## src/hdl/fisr_pkg.sv

```systemverilog
// ----------------------------------------------------------------------------
// fisr_pkg
// Types, constants and helper functions for the reciprocal square root unit.
// ----------------------------------------------------------------------------
package fisr_pkg;

    localparam logic [31:0] MAGIC    = 32'h5F37_5A86;
    localparam logic [31:0] FP_HALF  = 32'h3F00_0000;
    localparam logic [31:0] FP_1P5   = 32'h3FC0_0000;
    localparam logic [31:0] FP_QNAN  = 32'h7FC0_0000;

    // Operand class after special-case screening.
    typedef enum logic [1:0] {
        CLS_NUM,
        CLS_ZERO,
        CLS_INF,
        CLS_NAN
    } t_cls;

    // Unrounded result handed to the rounding stage.
    typedef struct packed {
        logic        sign;
        t_cls        cls;
        logic        ovf;
        logic [7:0]  ef;
        logic [23:0] m;
        logic        g;
        logic        st;
    } t_rnd;

    function automatic t_cls fisr_class(input logic [31:0] v);
        t_cls c;
        if (v[30:23] == 8'hFF) begin
            c = (v[22:0] != 23'd0) ? CLS_NAN : CLS_INF;
        end else if (v[30:0] == 31'd0) begin
            c = CLS_ZERO;
        end else begin
            c = CLS_NUM;
        end
        return c;
    endfunction

    function automatic logic [5:0] fisr_lzc48(input logic [47:0] v);
        logic [5:0] c;
        logic       f;
        c = 6'd0;
        f = 1'b0;
        for (int i = 47; i >= 0; i--) begin
            if (!f) begin
                if (v[i]) f = 1'b1;
                else      c = c + 6'd1;
            end
        end
        return c;
    endfunction

    function automatic logic [4:0] fisr_lzc27(input logic [26:0] v);
        logic [4:0] c;
        logic       f;
        c = 5'd0;
        f = 1'b0;
        for (int i = 26; i >= 0; i--) begin
            if (!f) begin
                if (v[i]) f = 1'b1;
                else      c = c + 5'd1;
            end
        end
        return c;
    endfunction

    // Round to nearest even and pack; a carry out of the fraction bumps the
    // exponent, which also turns the largest subnormal into the smallest normal.
    function automatic logic [31:0] fisr_pack(input t_rnd r);
        logic        inc;
        logic [30:0] mag;
        logic [31:0] res;
        inc = r.g & (r.st | r.m[0]);
        mag = {r.ef, r.m[22:0]} + {30'd0, inc};
        case (r.cls)
            CLS_NAN:  res = FP_QNAN;
            CLS_INF:  res = {r.sign, 8'hFF, 23'd0};
            CLS_ZERO: res = {r.sign, 31'd0};
            default: begin
                if (r.ovf) res = {r.sign, 8'hFF, 23'd0};
                else       res = {r.sign, mag};
            end
        endcase
        return res;
    endfunction

endpackage

```

## src/hdl/fisr_fop.sv

```systemverilog
// ----------------------------------------------------------------------------
// fisr_fop
// Three-stage binary32 multiply or add with round to nearest even.
// ----------------------------------------------------------------------------
module fisr_fop #(
    parameter bit IS_ADD = 1'b0
) (
    input  logic        i_clk,
    input  logic        i_rst_n,
    input  logic        i_en,
    input  logic        i_vld,
    input  logic [31:0] i_a,
    input  logic [31:0] i_b,
    input  logic [63:0] i_side,
    output logic        o_vld,
    output logic [31:0] o_res,
    output logic [63:0] o_side
);
    import fisr_pkg::*;

    logic [2:0]  r_vld;
    logic [63:0] r_side1;
    logic [63:0] r_side2;
    logic [63:0] r_side3;
    t_rnd        r_rnd;
    t_rnd        n_rnd;
    logic [31:0] r_res;

    always_ff @(posedge i_clk) begin
        if (!i_rst_n) begin
            r_vld <= 3'd0;
        end else if (i_en) begin
            r_vld <= {r_vld[1:0], i_vld};
        end
    end

    always_ff @(posedge i_clk) begin
        if (i_en) begin
            r_side1 <= i_side;
            r_side2 <= r_side1;
            r_side3 <= r_side2;
            r_rnd   <= n_rnd;
            r_res   <= fisr_pack(r_rnd);
        end
    end

    generate
        if (IS_ADD) begin : g_add
            logic        r_sign;
            logic        r_zsign;
            logic        r_sub;
            t_cls        r_cls;
            logic [7:0]  r_eb;
            logic [26:0] r_big;
            logic [26:0] r_small;

            logic        n_sign;
            t_cls        n_cls;
            logic [7:0]  n_eb;
            logic [26:0] n_big;
            logic [26:0] n_small;
            t_cls        ca;
            t_cls        cb;
            logic        swap;
            logic [31:0] vb;
            logic [31:0] vs;
            logic [7:0]  es;
            logic [7:0]  d;
            logic [26:0] sm;
            logic [26:0] lost;

            always_comb begin
                ca   = fisr_class(i_a);
                cb   = fisr_class(i_b);
                swap = i_b[30:0] > i_a[30:0];
                vb   = swap ? i_b : i_a;
                vs   = swap ? i_a : i_b;
                n_eb = (vb[30:23] == 8'd0) ? 8'd1 : vb[30:23];
                es   = (vs[30:23] == 8'd0) ? 8'd1 : vs[30:23];
                d    = n_eb - es;
                n_big = {(vb[30:23] != 8'd0), vb[22:0], 3'b000};
                sm    = {(vs[30:23] != 8'd0), vs[22:0], 3'b000};
                if (d >= 8'd27) begin
                    lost    = 27'd0;
                    n_small = {26'd0, (sm != 27'd0)};
                end else begin
                    lost    = sm & ~({27{1'b1}} << d[4:0]);
                    n_small = (sm >> d[4:0]) | {26'd0, (lost != 27'd0)};
                end
                n_sign = vb[31];
                if (ca == CLS_NAN || cb == CLS_NAN ||
                    (ca == CLS_INF && cb == CLS_INF && i_a[31] != i_b[31])) begin
                    n_cls = CLS_NAN;
                end else if (ca == CLS_INF) begin
                    n_cls  = CLS_INF;
                    n_sign = i_a[31];
                end else if (cb == CLS_INF) begin
                    n_cls  = CLS_INF;
                    n_sign = i_b[31];
                end else begin
                    n_cls = CLS_NUM;
                end
            end

            always_ff @(posedge i_clk) begin
                if (i_en) begin
                    r_sign  <= n_sign;
                    r_zsign <= i_a[31] & i_b[31];
                    r_sub   <= i_a[31] ^ i_b[31];
                    r_cls   <= n_cls;
                    r_eb    <= n_eb;
                    r_big   <= n_big;
                    r_small <= n_small;
                end
            end

            logic [27:0] s;
            logic [26:0] sn;
            logic [4:0]  lz;
            logic [8:0]  e;

            always_comb begin
                s  = r_sub ? ({1'b0, r_big} - {1'b0, r_small})
                           : ({1'b0, r_big} + {1'b0, r_small});
                lz = fisr_lzc27(s[26:0]);
                if (s[27]) begin
                    sn = {s[27:2], s[1] | s[0]};
                    e  = {1'b0, r_eb} + 9'd1;
                end else if (r_eb > {3'd0, lz}) begin
                    sn = s[26:0] << lz;
                    e  = {1'b0, r_eb} - {4'd0, lz};
                end else begin
                    sn = s[26:0] << (r_eb - 8'd1);
                    e  = 9'd0;
                end
                n_rnd.sign = r_sign;
                n_rnd.cls  = r_cls;
                if (r_cls == CLS_NUM && s == 28'd0) begin
                    n_rnd.cls  = CLS_ZERO;
                    n_rnd.sign = r_zsign;
                end
                n_rnd.ovf = e >= 9'd255;
                n_rnd.ef  = e[7:0];
                n_rnd.m   = sn[26:3];
                n_rnd.g   = sn[2];
                n_rnd.st  = sn[1] | sn[0];
            end
        end else begin : g_mul
            logic        r_sign;
            t_cls        r_cls;
            logic [8:0]  r_esum;
            logic [47:0] r_prod;

            t_cls        ca;
            t_cls        cb;
            t_cls        n_cls;
            logic [7:0]  ea;
            logic [7:0]  eb;

            always_comb begin
                ca = fisr_class(i_a);
                cb = fisr_class(i_b);
                ea = (i_a[30:23] == 8'd0) ? 8'd1 : i_a[30:23];
                eb = (i_b[30:23] == 8'd0) ? 8'd1 : i_b[30:23];
                if (ca == CLS_NAN || cb == CLS_NAN ||
                    (ca == CLS_INF && cb == CLS_ZERO) ||
                    (ca == CLS_ZERO && cb == CLS_INF)) begin
                    n_cls = CLS_NAN;
                end else if (ca == CLS_INF || cb == CLS_INF) begin
                    n_cls = CLS_INF;
                end else if (ca == CLS_ZERO || cb == CLS_ZERO) begin
                    n_cls = CLS_ZERO;
                end else begin
                    n_cls = CLS_NUM;
                end
            end

            always_ff @(posedge i_clk) begin
                if (i_en) begin
                    r_sign <= i_a[31] ^ i_b[31];
                    r_cls  <= n_cls;
                    r_esum <= {1'b0, ea} + {1'b0, eb};
                    r_prod <= {(i_a[30:23] != 8'd0), i_a[22:0]} *
                              {(i_b[30:23] != 8'd0), i_b[22:0]};
                end
            end

            logic [5:0]         lz;
            logic signed [10:0] e;
            logic [8:0]         rs9;
            logic [4:0]         rs;
            logic [95:0]        v;

            always_comb begin
                lz  = fisr_lzc48(r_prod);
                e   = $signed({2'b00, r_esum}) - 11'sd126 - $signed({5'd0, lz});
                rs9 = 9'd127 - r_esum;
                rs  = (rs9 > 9'd25) ? 5'd25 : rs9[4:0];
                if (e >= 11'sd1) begin
                    v = {r_prod << lz, 48'd0};
                end else if (r_esum >= 9'd127) begin
                    v = {r_prod << (r_esum - 9'd127), 48'd0};
                end else begin
                    v = {r_prod, 48'd0} >> rs;
                end
                n_rnd.sign = r_sign;
                n_rnd.cls  = r_cls;
                n_rnd.ovf  = e >= 11'sd255;
                n_rnd.ef   = (e >= 11'sd1) ? e[7:0] : 8'd0;
                n_rnd.m    = v[95:72];
                n_rnd.g    = v[71];
                n_rnd.st   = v[70:0] != 71'd0;
            end
        end
    endgenerate

    assign o_vld  = r_vld[2];
    assign o_res  = r_res;
    assign o_side = r_side3;

endmodule

```

## config.mk

```make
export PLATFORM = sky130hd
export DESIGN_NAME = fisr_fop
export DESIGN_NICKNAME = d
export VERILOG_FILES = /design/src/hdl/fisr_pkg.sv /design/src/hdl/fisr_fop.sv
export SDC_FILE = /design/constraint.sdc
export NUM_CORES = 2
export LEC_CHECK = 0
export BUFFER_PORTS_ARGS = -buffer_cell sky130_fd_sc_hd__buf_2
export CORE_MARGIN = 3
export CORE_UTILIZATION = 60
export DETAILED_ROUTE_END_ITERATION = 6
export PLACE_DENSITY = 0.78
export SYNTH_ARGS = -nofsm -noshare
export SYNTH_HDL_FRONTEND = slang
export SYNTH_SLANG_ARGS = --single-unit
```

## constraint.sdc

```tcl
create_clock -name i_clk -period 51 [get_ports i_clk]
set_input_delay 2.55 -clock i_clk [delete_from_list [all_inputs] [get_ports i_clk]]
set_output_delay 2.55 -clock i_clk [all_outputs]
set_load 0.005 [all_outputs]
```

==> out/qor.csv <==
metric;value;unit
status;completed;
largest net degree at the start of global routing;206;
Clock transition at path regs;0.06;ns
placement row count;97;
ranking of synthesized cells by area;fa_1 (22%), edfxtp_1 (22%), ha_1 (6.9%);
Resized cells post-CTS;0;
first-pass GRT wire length;195;mm
Placed Area;44900;um^2
met1 Track Usage GR;43.7;%
crit path max fanout;50;
vias in the first global route;35900;
gr usage total;32.7;%
Mapped Cells;4800;
synthesized area;43300;um^2
Post-Syn Nets;5654;
Worst setup SP type;flip-flop;
busiest grt layer;met2;
Hold Vio Cnt, Final;0;
DRC;0;
gp weighted congestion;1.01;
core area;70800;um^2
leading area contributor after synthesis;fa_1;
Vias per Instance;6.15;
Worst Hold Class;reg -> reg;
skew final;0.0159;ns
via count;35600;
Seq/Total Area, Yosys;22.4;%
Antenna Nets Post-Route;0;
Setup-failing EPs final;0;
Critical Path End Type;flip-flop;
Fillers;5725;
IO Count;229;
# Max-Cap Violations;0;
Synth top area share;22.4;%
CTS buffer count;34;
Fmax;0.0294;GHz
clock tree root buffer cell;clkbuf_16;
Post-CTS Hold Fix Bufs;0;
CTS sink count;324;
CTS max path bufs;3;
total gr overflow;0;
EDFF count, synth;321;
worst skew pair latency;0.55;ns
most numerous cell on the critical path;ha_1;
syn avg cell area;9.01;um^2
met3 GRT Util;5.19;%
Synth Flop Type;edfxtp_1;
DR WL/cell;21.2;um
synthesized flop and latch total;324;
Post-synth ARST share;0;%
Final Max Tran Viols;0;
Die Width;275;um
die area;75400;um^2
CTS tree;built;
initial drt markers;3389;
WP data arrival;34.33;ns
slew margin rel.;7.03;%
initial antenna violation count;3;
slowest stage delay, CP;0.71;ns
NumNets Final;5672;
commonest non-fill, non-tap cell in the layout;nand2_1;
commonest non-fill, non-tap cells in the layout;nand2_1 (689), inv_1 (573), fa_1 (484), edfxtp_1 (321), nor2_1 (314);
Synth Warn #;0;
Die Ht;275;um
kind of critical path;reg -> reg;
Total Wirelength;123;mm
Setup Buffers After CTS;0;
area grow syn2layout;6.49;%
slowest CP cell;a31o_2;
WP data required;51.30;ns
CTS H-Tree Depth;2;
IO Port Bufs;228;
Worst Tran Pin Value;1.38;ns
post-DP HPWL;92.7;mm
RSZ-0062 raised after global routing;false;
final instance area;46100;um^2
Netlist cell types;98;
grt met2 use;53.9;%
fin crit share;66.7;%
First-pass DRT Iterations;6;
layout cells sized above 1;8.73;%
setup TNS;0;ns
crit path time final;34.02;ns
initial core utilization;61.1;%
-- per-layer routing --
| layer | part of all wire (%) | up-vias |
|---|---|---|
| met3 | 9.1 | 352 |
| met1 | 39 | 17400 |
| met5 | 0.011 | - |
| li1 | - | 16100 |
| met2 | 48 | 1794 |
| met4 | 4.1 | 2 |
-- state kept, by name (all words and copies together), names as in the netlist --
register and count:
o_side 64, r_side1 64, r_side2 64, g_mul.r_prod 48
r_rnd 37, o_res 32, g_mul.r_esum 9, r_vld 3
g_mul.r_cls 2, g_mul.r_sign 1
-- cell families (layout without fill, tap and decap cells) --
group | Yosys count | count (layout) | share of synthesized area, %
AOI/OAI and AO/OA | 718 | 718 | 10.4
xor gates and xnor gates | 207 | 207 | 4.85
adders and majority gates | 723 | 723 | 29.3
buffers and inverters | 863 | 907 | 7.55
DFF | 324 | 324 | 22.4
muxes | 290 | 290 | 7.23
other | 0 | 2 | 0
and+or+nand+nor | 1675 | 1675 | 18.3
-- cell type report --
cell class	count	area, um^2	share of cell area [%]
Clock buffer	39	880	1.91
Inverter	576	2160	4.69
Clock inverter	23	309	0.671
Timing Repair Buffer	269	1470	3.19
Antenna cell	2	5.00	0.0109
Multi-Input combinational cell	3613	30400	65.9
Sequential cell	324	9700	21.1
Tap cell	940	1180	2.55
-- final timing paths --
| check | slack, ns | startpoint | endpoint | cells after the start |
|---|---|---|---|---|
| max reg2reg | 16.98 | g_mul.r_prod[45] | r_rnd[13] | 176 |
| min reg2reg | 0.42 | r_side1[22] | r_side2[22] | 0 |
| max | 16.98 | g_mul.r_prod[45] | r_rnd[13] | 176 |
| min | 0.42 | r_side1[22] | r_side2[22] | 0 |
-- metrics by stage --
step           hold WS, ns  setup slack, ns  utilization (%)  std cells
3_5_place_dp         0.405            17.55             63.4       5722
4_1_cts              0.417            17.43             65.1       5784
6_report             0.416            16.98             65.1       5786
2_1_floorplan        0.400            20.96                -       4800
3_3_place_gp         0.400            18.66             63.4       5722
5_1_grt              0.420            14.10             65.1       5785
-- cells in the mapped netlist (8+ instances only) --
cell        n
buf_2      10
and3_1     25
mux2i_1   244
a211oi_1   22
nand2b_1   36
o21ai_0   178
nor2b_1    42
xnor3_1    12
nand4_1    34
mux2_2     30
ha_1      238
o21a_1     12
edfxtp_1  321
nor2_1    314
buf_1      26
nor3_1     61
nor4_1     45
mux4_2     14
a21oi_1   224
xor2_1     64
fa_1      484
o211ai_1   51
a21o_1     26
inv_1     573
and2_1    255
o21bai_1   21
a22oi_1    10
or2_2      20
o32ai_1    10
o22ai_1    22
a32o_1      9
and4_1     10
or3_1      29
nand2_1   689
nand3_1    78
o31ai_1    15
clkbuf_1  248
xnor2_1   121
a31oi_1    34
or4_1       8
-- critical path: cells and delay by family (launching register included) --
kind | cells | cell delay (ns)
AOI/OAI and AO/OA | 42 | 7.70
adders and majority gates | 45 | 13.86
DFF | 1 | 0.58
muxes | 20 | 3.14
and+or+nand+nor | 60 | 6.54
buffers and inverters | 6 | 1.39
xor gates and xnor gates | 3 | 0.51
Power is not shown: default switching activity piles up to over one toggle a cycle in this logic, so the estimate is an artifact.
